==> config.mk <==
export PLATFORM = sky130hd
export DESIGN_NAME = sorted_insert_priority_queue
export DESIGN_NICKNAME = d
export VERILOG_FILES = /design/src/hw/rtl/spq_pkg.sv /design/src/hw/rtl/sorted_insert_priority_queue.sv /design/src/hw/rtl/spq_ram.sv
export SDC_FILE = /design/constraint.sdc
export NUM_CORES = 1
export LEC_CHECK = 0
export BUFFER_PORTS_ARGS = -buffer_cell sky130_fd_sc_hd__buf_4
export CELL_PAD_IN_SITES_DETAIL_PLACEMENT = 2
export CELL_PAD_IN_SITES_GLOBAL_PLACEMENT = 2
export CORE_MARGIN = 5
export CORE_UTILIZATION = 32
export DETAILED_ROUTE_END_ITERATION = 12
export MAX_ROUTING_LAYER = met4
export PLACE_DENSITY_LB_ADDON = 0.1
export SYNTH_ARGS = -nofsm -noshare
export SYNTH_HDL_FRONTEND = slang
export SYNTH_SLANG_ARGS = --single-unit
export TNS_END_PERCENT = 5
==> constraint.sdc <==
create_clock -name clk_i -period 5.4 [get_ports clk_i]
set_input_delay 1.08 -clock clk_i [delete_from_list [all_inputs] [get_ports clk_i]]
set_output_delay 1.08 -clock clk_i [all_outputs]
set_load 0.02 [all_outputs]
==> src/hw/rtl/spq_pkg.sv <==
`default_nettype none

package spq_pkg;

  // Field widths of the item types.
  localparam int unsigned PRIO_W = 16;
  localparam int unsigned INFO_W = 8;
  localparam int unsigned CNT_W  = 6;
  localparam int unsigned CAP_W  = 6;

  // Requested operation of an input item.
  typedef enum logic [0:0] {
    ACT_ENQ = 1'b0,
    ACT_DEQ = 1'b1
  } action_e;

  // Outcome reported with every result item.
  typedef enum logic [1:0] {
    ST_DONE  = 2'd0,
    ST_FULL  = 2'd1,
    ST_EMPTY = 2'd2
  } status_e;

  // Sequencer states of the queue controller.
  typedef enum logic [2:0] {
    S_IDLE,
    S_CMP,
    S_PUT,
    S_RESP,
    S_DEQ
  } state_e;

  typedef struct packed {
    action_e           action;
    logic [PRIO_W-1:0] new_prio;
    logic [INFO_W-1:0] new_info;
  } in_t;

  typedef struct packed {
    logic [PRIO_W-1:0] head_prio;
    logic [INFO_W-1:0] head_info;
    status_e           status;
    logic [CNT_W-1:0]  count;
  } out_t;

endpackage

`default_nettype wire

==> src/hw/rtl/sorted_insert_priority_queue.sv <==
// Bounded priority queue of (priority, character) entries kept sorted in a
// circular RAM of DEPTH slots, of which the capacity register uses the first
// capacity slots (a write of 0 acts as 1, a value above DEPTH acts as DEPTH,
// and any write empties the queue). An enqueue is placed behind the tail and
// moved toward the head past every entry of strictly greater priority, so
// equal priorities leave in arrival order; a dequeue returns the head entry.
// Every accepted item gives exactly one result item with a status and the
// entry count after the step. A refused item or an enqueue into an empty
// queue is answered straight from idle; a dequeue reads the head, then
// answers; any other enqueue runs the insertion walk, then a put step when
// the new entry ends up at the head, then the response step. The walk makes
// at most as many compares as there are entries held, one a cycle through
// the single RAM read port and one priority comparator. The block accepts
// no new item until the current one has finished and the output register
// is free.
`default_nettype none

module sorted_insert_priority_queue #(
  parameter int unsigned DEPTH     = 32,
  parameter int unsigned PRIO_BITS = 16
) (
  input  wire logic                                clk_i,
  input  wire logic                                rst_ni,
  input  wire logic                                in_valid_i,
  output logic                                     in_ready_o,
  input  wire spq_pkg::in_t                        in_data_i,
  output logic                                     out_valid_o,
  input  wire logic                                out_ready_i,
  output spq_pkg::out_t                            out_data_o,
  input  wire logic                                cfg_valid_i,
  output logic                                     cfg_ready_o,
  input  wire logic [spq_pkg::CAP_W-1:0]           cfg_data_i
);

  localparam int unsigned IW = $clog2(DEPTH);
  localparam int unsigned SW = (PRIO_BITS < spq_pkg::PRIO_W) ? PRIO_BITS : spq_pkg::PRIO_W;
  localparam int unsigned EW = SW + spq_pkg::INFO_W;
  localparam int unsigned MW = ((IW > spq_pkg::CAP_W) ? IW : spq_pkg::CAP_W) + 1;
  localparam logic [spq_pkg::CAP_W-1:0] CapReset =
    spq_pkg::CAP_W'((DEPTH < 32) ? DEPTH : 32);

  // Circular index helpers over the active capacity.
  function automatic logic [IW-1:0] wrap_next(logic [IW-1:0] idx,
                                              logic [spq_pkg::CAP_W-1:0] cap);
    logic [MW-1:0] nxt;
    nxt = MW'(idx) + MW'(1);
    return (nxt >= MW'(cap)) ? '0 : IW'(nxt);
  endfunction

  function automatic logic [IW-1:0] wrap_prev(logic [IW-1:0] idx,
                                              logic [spq_pkg::CAP_W-1:0] cap);
    logic [spq_pkg::CAP_W-1:0] last;
    last = cap - spq_pkg::CAP_W'(1);
    return (idx == '0) ? IW'(last) : (idx - IW'(1));
  endfunction

  spq_pkg::state_e state_q, state_d;
  logic [IW-1:0] head_q, head_d;
  logic [IW-1:0] tail_q, tail_d;
  logic [IW-1:0] hole_q, hole_d;
  logic [IW-1:0] rptr_q, rptr_d;
  logic [spq_pkg::CNT_W-1:0] count_q, count_d;
  logic [spq_pkg::CAP_W-1:0] cap_q, cap_d;
  logic [EW-1:0] ins_q, ins_d;
  logic out_valid_q, out_valid_d;
  spq_pkg::out_t out_data_q, out_data_d;

  logic          ram_we;
  logic [IW-1:0] ram_waddr;
  logic [EW-1:0] ram_wdata;
  logic          ram_re;
  logic [IW-1:0] ram_raddr;
  logic [EW-1:0] ram_rdata;

  logic          out_free;
  logic [EW-1:0] new_entry;
  logic [IW-1:0] tail_next;
  logic [IW-1:0] rptr_prev;
  logic [spq_pkg::CAP_W-1:0] cap_clamped;

  spq_ram #(
    .WIDTH (EW),
    .DEPTH (DEPTH)
  ) u_store (
    .clk_i   (clk_i),
    .we_i    (ram_we),
    .waddr_i (ram_waddr),
    .wdata_i (ram_wdata),
    .re_i    (ram_re),
    .raddr_i (ram_raddr),
    .rdata_o (ram_rdata)
  );

  assign out_free    = !out_valid_q || out_ready_i;
  assign new_entry   = {in_data_i.new_prio[SW-1:0], in_data_i.new_info};
  assign tail_next   = wrap_next(tail_q, cap_q);
  assign rptr_prev   = wrap_prev(rptr_q, cap_q);
  assign cfg_ready_o = (state_q == spq_pkg::S_IDLE);
  assign in_ready_o  = (state_q == spq_pkg::S_IDLE) && !cfg_valid_i && out_free;
  assign out_valid_o = out_valid_q;
  assign out_data_o  = out_data_q;

  // Clamp a written capacity into the range the store supports.
  always_comb begin
    if (cfg_data_i == '0) begin
      cap_clamped = spq_pkg::CAP_W'(1);
    end else if (32'(cfg_data_i) > 32'(DEPTH)) begin
      cap_clamped = spq_pkg::CAP_W'(DEPTH);
    end else begin
      cap_clamped = cfg_data_i;
    end
  end

  // Sequencer: next state, queue pointers, RAM controls and result item.
  always_comb begin
    state_d     = state_q;
    head_d      = head_q;
    tail_d      = tail_q;
    hole_d      = hole_q;
    rptr_d      = rptr_q;
    count_d     = count_q;
    cap_d       = cap_q;
    ins_d       = ins_q;
    out_valid_d = out_valid_q && !out_ready_i;
    out_data_d  = out_data_q;
    ram_we      = 1'b0;
    ram_waddr   = hole_q;
    ram_wdata   = ins_q;
    ram_re      = 1'b0;
    ram_raddr   = rptr_q;

    case (state_q)
      spq_pkg::S_IDLE: begin
        if (cfg_valid_i) begin
          // A capacity write empties the queue.
          cap_d   = cap_clamped;
          head_d  = '0;
          tail_d  = '0;
          count_d = '0;
        end else if (in_valid_i && out_free) begin
          out_data_d.head_prio = '0;
          out_data_d.head_info = '0;
          out_data_d.status    = spq_pkg::ST_DONE;
          out_data_d.count     = count_q;
          if (in_data_i.action == spq_pkg::ACT_ENQ) begin
            if (count_q >= cap_q) begin
              out_data_d.status = spq_pkg::ST_FULL;
              out_valid_d       = 1'b1;
            end else if (count_q == '0) begin
              // First entry goes straight to slot zero.
              ram_we           = 1'b1;
              ram_waddr        = '0;
              ram_wdata        = new_entry;
              head_d           = '0;
              tail_d           = '0;
              count_d          = spq_pkg::CNT_W'(1);
              out_data_d.count = spq_pkg::CNT_W'(1);
              out_valid_d      = 1'b1;
            end else begin
              // Open a hole behind the tail and start reading the old tail.
              tail_d    = tail_next;
              hole_d    = tail_next;
              rptr_d    = tail_q;
              ram_re    = 1'b1;
              ram_raddr = tail_q;
              ins_d     = new_entry;
              count_d   = count_q + spq_pkg::CNT_W'(1);
              state_d   = spq_pkg::S_CMP;
            end
          end else begin
            if (count_q == '0) begin
              out_data_d.status = spq_pkg::ST_EMPTY;
              out_valid_d       = 1'b1;
            end else begin
              ram_re    = 1'b1;
              ram_raddr = head_q;
              if (count_q == spq_pkg::CNT_W'(1)) begin
                head_d = '0;
                tail_d = '0;
              end else begin
                head_d = wrap_next(head_q, cap_q);
              end
              count_d = count_q - spq_pkg::CNT_W'(1);
              state_d = spq_pkg::S_DEQ;
            end
          end
        end
      end

      spq_pkg::S_CMP: begin
        // Shift a larger entry into the hole, or drop the new entry there.
        if (ins_q[EW-1:spq_pkg::INFO_W] < ram_rdata[EW-1:spq_pkg::INFO_W]) begin
          ram_we    = 1'b1;
          ram_waddr = hole_q;
          ram_wdata = ram_rdata;
          hole_d    = rptr_q;
          if (rptr_q == head_q) begin
            state_d = spq_pkg::S_PUT;
          end else begin
            rptr_d    = rptr_prev;
            ram_re    = 1'b1;
            ram_raddr = rptr_prev;
          end
        end else begin
          ram_we    = 1'b1;
          ram_waddr = hole_q;
          ram_wdata = ins_q;
          state_d   = spq_pkg::S_RESP;
        end
      end

      spq_pkg::S_PUT: begin
        // The new entry becomes the head.
        ram_we    = 1'b1;
        ram_waddr = hole_q;
        ram_wdata = ins_q;
        state_d   = spq_pkg::S_RESP;
      end

      spq_pkg::S_RESP: begin
        if (out_free) begin
          out_data_d.head_prio = '0;
          out_data_d.head_info = '0;
          out_data_d.status    = spq_pkg::ST_DONE;
          out_data_d.count     = count_q;
          out_valid_d          = 1'b1;
          state_d              = spq_pkg::S_IDLE;
        end
      end

      spq_pkg::S_DEQ: begin
        // Read data holds until the output register is free.
        if (out_free) begin
          out_data_d.head_prio = spq_pkg::PRIO_W'(ram_rdata[EW-1:spq_pkg::INFO_W]);
          out_data_d.head_info = ram_rdata[spq_pkg::INFO_W-1:0];
          out_data_d.status    = spq_pkg::ST_DONE;
          out_data_d.count     = count_q;
          out_valid_d          = 1'b1;
          state_d              = spq_pkg::S_IDLE;
        end
      end

      default: begin
        state_d = spq_pkg::S_IDLE;
      end
    endcase
  end

  // Control registers.
  always_ff @(posedge clk_i or negedge rst_ni) begin
    if (!rst_ni) begin
      state_q     <= spq_pkg::S_IDLE;
      head_q      <= '0;
      tail_q      <= '0;
      count_q     <= '0;
      cap_q       <= CapReset;
      out_valid_q <= 1'b0;
    end else begin
      state_q     <= state_d;
      head_q      <= head_d;
      tail_q      <= tail_d;
      count_q     <= count_d;
      cap_q       <= cap_d;
      out_valid_q <= out_valid_d;
    end
  end

  // Walk and payload registers.
  always_ff @(posedge clk_i) begin
    hole_q     <= hole_d;
    rptr_q     <= rptr_d;
    ins_q      <= ins_d;
    out_data_q <= out_data_d;
  end

  // The entry count never exceeds the active capacity.
  assert property (@(posedge clk_i) disable iff (!rst_ni) count_q <= cap_q)
    else $error("entry count above capacity");

  // The head pointer stays inside the active slots.
  assert property (@(posedge clk_i) disable iff (!rst_ni) MW'(head_q) < MW'(cap_q))
    else $error("head index outside capacity");

  // An insertion in progress works on a queue that holds entries.
  assert property (@(posedge clk_i) disable iff (!rst_ni)
    (state_q != spq_pkg::S_IDLE && state_q != spq_pkg::S_DEQ) |-> (count_q != '0))
    else $error("busy with an empty queue");

  // While the insertion walk compares, the hole is never on the head slot.
  assert property (@(posedge clk_i) disable iff (!rst_ni)
    (state_q == spq_pkg::S_CMP) |-> (hole_q != head_q))
    else $error("insertion walk passed the head");

  // A capacity write leaves an empty, idle queue.
  assert property (@(posedge clk_i) disable iff (!rst_ni)
    (cfg_valid_i && cfg_ready_o) |=> (count_q == '0) && (state_q == spq_pkg::S_IDLE))
    else $error("capacity write did not empty the queue");

endmodule

`default_nettype wire

==> src/hw/rtl/spq_ram.sv <==
`default_nettype none

module spq_ram #(
  parameter int unsigned WIDTH = 24,
  parameter int unsigned DEPTH = 32
) (
  input  wire logic                     clk_i,
  input  wire logic                     we_i,
  input  wire logic [$clog2(DEPTH)-1:0] waddr_i,
  input  wire logic [WIDTH-1:0]         wdata_i,
  input  wire logic                     re_i,
  input  wire logic [$clog2(DEPTH)-1:0] raddr_i,
  output logic      [WIDTH-1:0]         rdata_o
);

  logic [WIDTH-1:0] mem [DEPTH];

  // One write port, one registered read port; read data holds between reads.
  always_ff @(posedge clk_i) begin
    if (we_i) begin
      mem[waddr_i] <= wdata_i;
    end
    if (re_i) begin
      rdata_o <= mem[raddr_i];
    end
  end

endmodule

`default_nettype wire
After elaboration in Yosys (flattened, before gate mapping)

Memories as Yosys holds them, arrays and structs flattened. A register that Yosys moved wholly into a read port is not among the register bits.
Cells that the tools add are included.

Output and inout bits: 35
Memory bits (writable): 768
Flip-flop bits (word level): 92
Memories kept: 1
Input bits: 36
Word-level logic and storage cells: 178

Magnitude comparators: 5
Bitwise logic cells: 4
Muxes and demuxes: 102
Reductions and logical operators: 27
Add/sub/neg operators: 6
Eq/ne operators: 20

Memory list:

| memory      | depth | bits a word | read ports | clocked after memory_dff | write ports | RTL line      | source |
|---|---|---|---|---|---|---|---|
| u_store.mem | 32    | 24          | 1          | 1                        | 1           | spq_ram.sv:16 | `logic [WIDTH-1:0] mem [DEPTH];` |

Operators with widths:

| operator                                          | number |
|---|---|
| 2-to-1 mux 5 bit                                  | 40 |
| 2-to-1 mux 24 bit                                 | 6 |
| 2-to-1 mux 32 bit                                 | 4 |
| case mux 32 bit (3 select lines)                  | 1 |
| 2-to-1 mux 6 bit                                  | 11 |
| case mux 24 bit (2 select lines)                  | 1 |
| case mux 5 bit (2 select lines)                   | 3 |
| 2-to-1 mux 3 bit                                  | 9 |
| 2-to-1 mux 1 bit                                  | 21 |
| greater-or-equal comparator 6 bit                 | 3 |
| less-than comparator 16 bit                       | 1 |
| AND reduction 5 bit                               | 3 |
| != test 2 bit (second input constant)             | 7 |
| adder 5 x 1 -> 6 bit (second input constant)      | 2 |
| zero test 6 bit                                   | 2 |
| != test 3 bit (second input constant)             | 4 |
| case mux 3 bit (4 select lines)                   | 1 |
| AND reduction 6 bit                               | 2 |
| subtractor 5 x 1 -> 5 bit (second input constant) | 2 |
| AND reduction 4 bit                               | 2 |
| AND reduction 7 bit                               | 1 |
| adder 6 x 1 -> 6 bit (second input constant)      | 1 |
| == test 3 x 2 -> 1 bit (second input constant)    | 2 |
| == test 6 x 1 -> 1 bit (second input constant)    | 1 |
| other kinds (19)                                  | 34 |

Depth between registers and ports, before layout

Gate-level depths: netlist of run 1.

Depth in word-level cells: 9
Gate-level depth with buffers: 16
Gate-level depth less buffers: 13

By module

A second synthesis of run 1 with hierarchy kept.

Cell total of the unflattened synthesis: 2282
Area, all modules: 36526.3 um^2

By module, submodules not included:

| module                       | seq. area each (um^2) | cells each | times used | area an instance (um^2) |
|---|---|---|---|---|
| spq_ram                      | 23782.8               | 1711       | 1          | 30720.7 |
| sorted_insert_priority_queue | 2633.8                | 571        | 1          | 5805.6 |

Worst setup path after synthesis of run 1

OpenSTA, ideal clock, no wires.

Kind: input to register
Start point: input port cfg_valid_i
End point: memory u_store.mem[1][0] (enable)
Data required time: 4.995 ns
Slack: 1.251 ns
Data arrival time: 3.744 ns
Stages on the path: 8
Library setup time: 0.405 ns
Buffers on the path: 2
Cells stage by stage: clkbuf_1 > nand2b_1 > nor3_1 > nand2_1 > nor3_1 > clkbuf_1 > nor2_1 > nor2_1

Cells in the longest elaborated chain, start to end: 4
Elaborated cells on any way between the ends: 6
Those cells by class: mux: 6

RTL lines:

| what                                   | RTL line                            | source |
|---|---|---|
| from (decl)                            | sorted_insert_priority_queue.sv:30  | `input wire logic cfg_valid_i,` |
| 2-to-1 mux 1 bit                       | sorted_insert_priority_queue.sv:134 | `if (cfg_valid_i) begin` |
| case mux 1 bit (2 select lines)        | sorted_insert_priority_queue.sv:132 | `case (state_q)` |
| 2-to-1 mux 1 bit                       | spq_ram.sv:20                       | `if (we_i) begin` |
| 2-to-1 mux 1 bit (implied by the code) | spq_ram.sv:21                       | `mem[waddr_i] <= wdata_i;` |
| to (decl)                              | spq_ram.sv:16                       |  |

Parallel ways exist; a longest one is shown, timed or not.

Worst setup path in the final report of run 1

Start point: register u_store.rdata_o[17], read port of u_store.mem
End point: register u_store.rdata_o[12], read port of u_store.mem (data pin)

Cells in the longest elaborated chain, start to end: 3
Elaborated cells on any way between the ends: 5
Those cells by class: order compare: 1; mux: 4

RTL lines:

| what                                                                               | RTL line                            | source |
|---|---|---|
| from (decl)                                                                        | spq_ram.sv:13                       | `output logic [WIDTH-1:0] rdata_o` |
| less-than comparator 16 bit (*)                                                    | sorted_insert_priority_queue.sv:192 | `if (ins_q[EW-1:spq_pkg::INFO_W] < ram_rdata[EW-1:spq_pkg::INFO_W]) begin` |
| 2-to-1 mux 5 bit or 2-to-1 mux 1 bit (tied branches)                               | --                                  |  |
| case mux 5 bit (2 select lines) or case mux 1 bit (2 select lines) (tied branches) | sorted_insert_priority_queue.sv:132 |  |

Mark *: on every way between the ends. The rest lies on a longest branch, timed or not.
A chain may end at the register's enable or synchronous reset.

==> results.ini, run 1 <==
[clocking]
cts_buffers = 102
cts-hold-fix-buffers = 0
clk_pin_slew_ns = 0.06
cts_tree = built
cts.path.max_buffers = 3
cts.sinks = 884
clk_latency_ns = 0.69
cts-root-buf = clkbuf_16
htree_num_levels = 3

[pwr]
p_clk_frac = 0.223
p_per_area_nw_per_um2 = 735
p_sw_mw = 13.5
p_sw_frac = 0.430
pwr-share-seq = 0.313
combPwrFrac = 0.464
p_leak_nw = 14.5
p_int_mw = 17.9
ir_drop_mv = 0.390

[global_routing]
grt_pass1_vias = 25079
grt_max_degree = 65
grt_pass1_wl_um = 178000
grt-ovfl-total = 0
antenna_found_initial = 2
track_usage = 0.205

[placement]
io_buffers = 70
placed_area_um2 = 39400
gp_congestion = 0.789
dp_hpwl_um = 77200
place_ws_ns = -0.137

[layout]
final_cell_mix = 858 x edfxtp_1, 404 x nand2_1, 167 x buf_4, 124 x a211oi_1, 109 x and3_1
fill_cells = 11201
areaGrowthSynthToFinish_pct = 17.4
layout_commonest_cell = edfxtp_1
final_nets = 2705
final_area_um2 = 42700
final_core_util = 0.379
drive_gt1_frac = 0.165

[critical_path]
crit_required_ns = 5.77
cp_max_fo = 28
cp_cell_sequence = inv_1 -> ha_1 -> a21oi_1 -> o21ai_0 -> a22oi_1 -> nand3_1 -> o31a_2 -> nand2_4 -> buf_12 -> buf_4 -> mux4_2 -> a22oi_1 -> nand4_1
crit_path_max_incr_delay_ns = 0.54
path_class = flop to flop
path_delay_family = compound AO/OA/AOI/OAI gates
worstSetupEndpointType = flop
critPathSlowestCell = a22oi_1
start_kind = flop
cpMostUsedCell = a22oi_1
critPathArrivalTime_ns = 5.42
crit_buf_inv = 3

[yosys]
yosysSeqAreaShare = 0.726
syn_area_per_cell_um2 = 14.5
ys.flop_type = edfxtp_1
synth_nets = 2589
syn_area_um2 = 36400
synthCells = 2513
synth_seq_cells = 884
ys_types = 77
yosysWarnings = 0
ys_async_sr_fraction = 0.0294
synth-edff-count = 858

[timing]
slew_headroom = 0.100
maxSlewViolCount = 0
tightest_slew_ns = 1.34
setup_viol = 0
hold_viol = 0
finalSetupTns_ns = 0
finalCriticalPeriod_ns = 5.04
fmaxAchievable_ghz = 0.198
fin_worst_skew_ns = 0.0287
rsz0062_at_grt = false
setup_ws_ns = 0.359
period_share = 0.934
hold_ws_ns = 0.322

[job]
maxCapViolations = 0

[drt]
first_pass_iters = 6
viasPerCell = 5.46
drt-wirelength-per-cell_um = 29.0
antenna_left = 0
drtIter0Drc = 1830
drc = 0
drt-total-wl_um = 122000
num_vias = 23034

[hold_path]
hold_path.class = input pin to asynchronous set/reset pin

[floorplanning]
design.core.area_um2 = 113000
placementRows = 123
die_y_um = 347
initial_utilization = 0.323
chipWidth_um = 347
die-area_um2 = 121000
ios = 71

[status]
status = complete, no violations

worst paths after layout:
kind	start	to	slack (ns)	cells past startpoint
worst max-delay path	u_store.rdata_o[17]	u_store.rdata_o[12]	0.36	13
worst min-delay path	rst_ni	count_q[5]	0.32	1
worst max register to register	u_store.rdata_o[17]	u_store.rdata_o[12]	0.36	13
worst min register to register	cap_q[4]	cap_q[4]	0.55	2
max in group asynchronous	rst_ni	cap_q[5]	4.75	1
min in group clk_i	cap_q[4]	cap_q[4]	0.55	2
synthesized netlist by cell type, types with 25 or more instances:
master / instances / share of area
edfxtp_1: 858 / 0.71
nand2_1: 406 / 0.042
a211oi_1: 125 / 0.026
clkbuf_1: 116 / 0.012
and3_1: 109 / 0.019
inv_1: 78 / 0.0080
nor2_1: 77 / 0.0079
a31oi_1: 72 / 0.012
nand3_1: 72 / 0.0099
a311oi_1: 69 / 0.017
mux4_2: 49 / 0.030
a22oi_1: 45 / 0.0093
buf_2: 41 / 0.0056
ha_1: 40 / 0.014
o21ai_0: 39 / 0.0054
nor3_1: 34 / 0.0047
nand4_1: 32 / 0.0055
o21ai_1: 28 / 0.0039
a21oi_1: 25 / 0.0034
dfrtp_1: 25 / 0.017
area by class of cell:
type / count / area [um2] / area share
Antenna cell: 2 / 5.00 / 0.000117
Clock buffer: 121 / 2670 / 0.0624
Clock inverter: 68 / 696 / 0.0163
Inverter: 79 / 297 / 0.00694
Multi-Input combinational cell: 1378 / 9180 / 0.215
Sequential cell: 884 / 26400 / 0.618
Tap cell: 1500 / 1880 / 0.0439
Timing Repair Buffer: 184 / 1590 / 0.0373
flip-flops by register name (all words and copies together), names as in the netlist, 6 cells and up:
name	flops
u_store.mem	768
out_data_o	32
ins_q	24
u_store.rdata_o	24
cap_q	6
count_q	6
power groups by stage:
| stage | Combinational, mW | Sequential, mW | Clock, mW |
|---|---|---|---|
| floorplan | 8.15 | 9.81 | 0 |
| detailed placement | 14.7 | 9.98 | 0 |
| finish | 14.6 | 9.84 | 6.99 |
| CTS | 14.8 | 9.84 | 7.16 |
| global placement | 14.4 | 9.95 | 0 |
| global route | 15.7 | 9.91 | 7.47 |
metal layers:
layer / global-route usage / share of wire
met1: 0.283 / 0.47
met2: 0.326 / 0.47
met3: 0.0284 / 0.041
met5: - / 0
met4: 0.0418 / 0.019
timing repair:
action	in CTS	in global routing
endpoints found under the setup margin	1	1
resized for setup	1	1
setup buffers	0	0
cells by family after synthesis:
group,after synthesis,share of synthesized area
buffers and inverters,251,0.0281
xor gates and xnor gates,14,0.00337
DFF,884,0.726
muxes,53,0.0316
AOI/OAI and AO/OA,483,0.0968
adders and majority gates,40,0.0138
and+or+nand+nor,788,0.100
stage by stage:
step,power [mW],instances
2_1_floorplan,18.0,2513
3_3_place_gp,24.3,4025
3_5_place_dp,24.7,4025
4_1_cts,31.8,4214
5_1_grt,33.1,4215
6_report,31.4,4216
Power figures use the tool's default switching activity.
==> run 2: changes to the inputs <==
--- a/config.mk
+++ b/config.mk
@@ -5,7 +5,7 @@
 export SDC_FILE = /design/constraint.sdc
 export NUM_CORES = 1
 export LEC_CHECK = 0
-export BUFFER_PORTS_ARGS = -buffer_cell sky130_fd_sc_hd__buf_4
+export BUFFER_PORTS_ARGS = -buffer_cell sky130_fd_sc_hd__buf_2
 export CELL_PAD_IN_SITES_DETAIL_PLACEMENT = 2
 export CELL_PAD_IN_SITES_GLOBAL_PLACEMENT = 2
 export CORE_MARGIN = 5
@@ -13,6 +13,7 @@
 export DETAILED_ROUTE_END_ITERATION = 12
 export MAX_ROUTING_LAYER = met4
 export PLACE_DENSITY_LB_ADDON = 0.1
+export SLEW_MARGIN = 5
 export SYNTH_ARGS = -nofsm -noshare
 export SYNTH_HDL_FRONTEND = slang
 export SYNTH_SLANG_ARGS = --single-unit
==> results.ini, run 2 (synthesis results as in run 1) <==
[status]
status = complete, no violations

[timing]
setup_viol = 0
hold_ws_ns = 0.462
period_share = 0.918
tightest_slew_ns = 1.23
rsz0062_at_grt = false
finalCriticalPeriod_ns = 4.96
fin_worst_skew_ns = 0.0266
finalSetupTns_ns = 0
hold_viol = 0
slew_headroom = 0.181
fmaxAchievable_ghz = 0.202
maxSlewViolCount = 0

[critical_path]
reg2reg_depth = 13
crit_required_ns = 5.73
critPathArrivalTime_ns = 5.29
worstSetupEndpointType = flop
path_class = flop to flop
start_kind = flop
cp_max_fo = 13

[drt]
top_layer = met4
drt-wirelength-per-cell_um = 29.5
first_pass_iters = 8
antenna_left = 0
num_vias = 23194
wl_met3_um = 6310
drc = 0
drtIter0Drc = 1808
drt-total-wl_um = 125000
wl_met1_um = 57100
met2_wirelength_um = 58700
viasPerCell = 5.49

[layout]
final_nets = 2711
multi_input_area_um2 = 9170
regMostFlops = u_store.mem
final_cell_mix = 858 x edfxtp_1, 404 x nand2_1, 125 x a211oi_1, 109 x and3_1, 103 x clkbuf_16
areaGrowthSynthToFinish_pct = 16.8
layout_commonest_cell = edfxtp_1
fill_cells = 11207
largest_register_ffs = 768
seq_area_um2 = 26400
drive_gt1_frac = 0.165

[clocking]
clk_latency_ns = 0.68
post-cts-setup-buffers = 0
cts_tree = built
cts.sinks = 884
cts-root-buf = clkbuf_16
cts-hold-fix-buffers = 0
cts_buffers = 102
htree_num_levels = 3
clk_pin_slew_ns = 0.06
cts_resized = 0
cts.path.max_buffers = 3

[pwr]
ir_drop_mv = 0.432
p_leak_nw = 14.4
p_per_area_nw_per_um2 = 734

[global_routing]
track_usage = 0.209
antenna_found_initial = 4
grt_max_degree = 71
grt-ovfl-total = 0
grt_pass1_wl_um = 181000
grt_pass1_vias = 25229

[job]
maxCapViolations = 0

[floorplanning]
design.core.area_um2 = 113000
die-area_um2 = 121000
ios = 71
placementRows = 123
die_y_um = 347
chipWidth_um = 347
initial_utilization = 0.323

[placement]
dp_hpwl_um = 77500
io_buffers = 70
gp_congestion = 0.808

[hold_path]
hold_path.class = input pin to asynchronous set/reset pin

==> run 2: worst paths after layout <==
check,slack [ns],end,startpoint
setup / recovery,0.44,u_store.rdata_o[13],u_store.rdata_o[23]
hold reg to reg,0.53,cap_q[3],cap_q[3]
min in group clk_i,0.53,cap_q[3],cap_q[3]
max in group asynchronous,4.47,head_q[0],rst_ni
setup reg to reg,0.44,u_store.rdata_o[13],u_store.rdata_o[23]
hold / removal,0.46,cap_q[2],rst_ni
==> run 2: critical path, stage by stage, from the launching register on <==
cell      delay [ns]
edfxtp_1        0.51
inv_1           0.13
ha_1            0.34
nand4_1         0.15
nor4_1          0.47
a211oi_1        0.18
buf_4           0.19
and3_1          0.25
and4b_1         0.27
nor4b_4         0.81
nor3b_4         0.23
buf_4           0.30
a22oi_1         0.44
nand4_1         0.34
==> run 2: where the power goes <==
group	total [mW]	switching, mW	leakage (nW)	internal (mW)
clock	6.83	2.86	1.61	3.97
combinational	14.5	10.1	4.70	4.41
sequential	9.85	0.493	8.11	9.36
==> run 2: cell type report <==
cell class	instances	area share
sequential	884	0.621
timing repair buffer	190	0.0347
clock buffer	123	0.0624
multi-input combinational	1378	0.216
antenna	3	0.000177
inverter	79	0.00698
tap	1500	0.0441
clock inverter	65	0.0145
==> run 2: per-layer routing <==
metal | track usage | vias up
met5 | - | -
met4 | 0.0457 | 0
met3 | 0.0368 | 155
met2 | 0.331 | 565
met1 | 0.284 | 12419
li1 | - | 10055
==> run 2: metrics by stage <==
step / area (um2) / total power [mW] / utilization / std cells / setup WS [ns]
finish: 42500 / 31.2 / 0.377 / 4222 / 0.444
CTS: 42500 / 31.6 / 0.377 / 4219 / 0.420
global placement: 39200 / 24.3 / 0.348 / 4031 / 0.476
global route: 42500 / 32.9 / 0.377 / 4220 / 0.100
floorplan: 36400 / 18.0 / - / 2513 / 1.25
detailed placement: 39200 / 24.7 / 0.348 / 4031 / 0.435
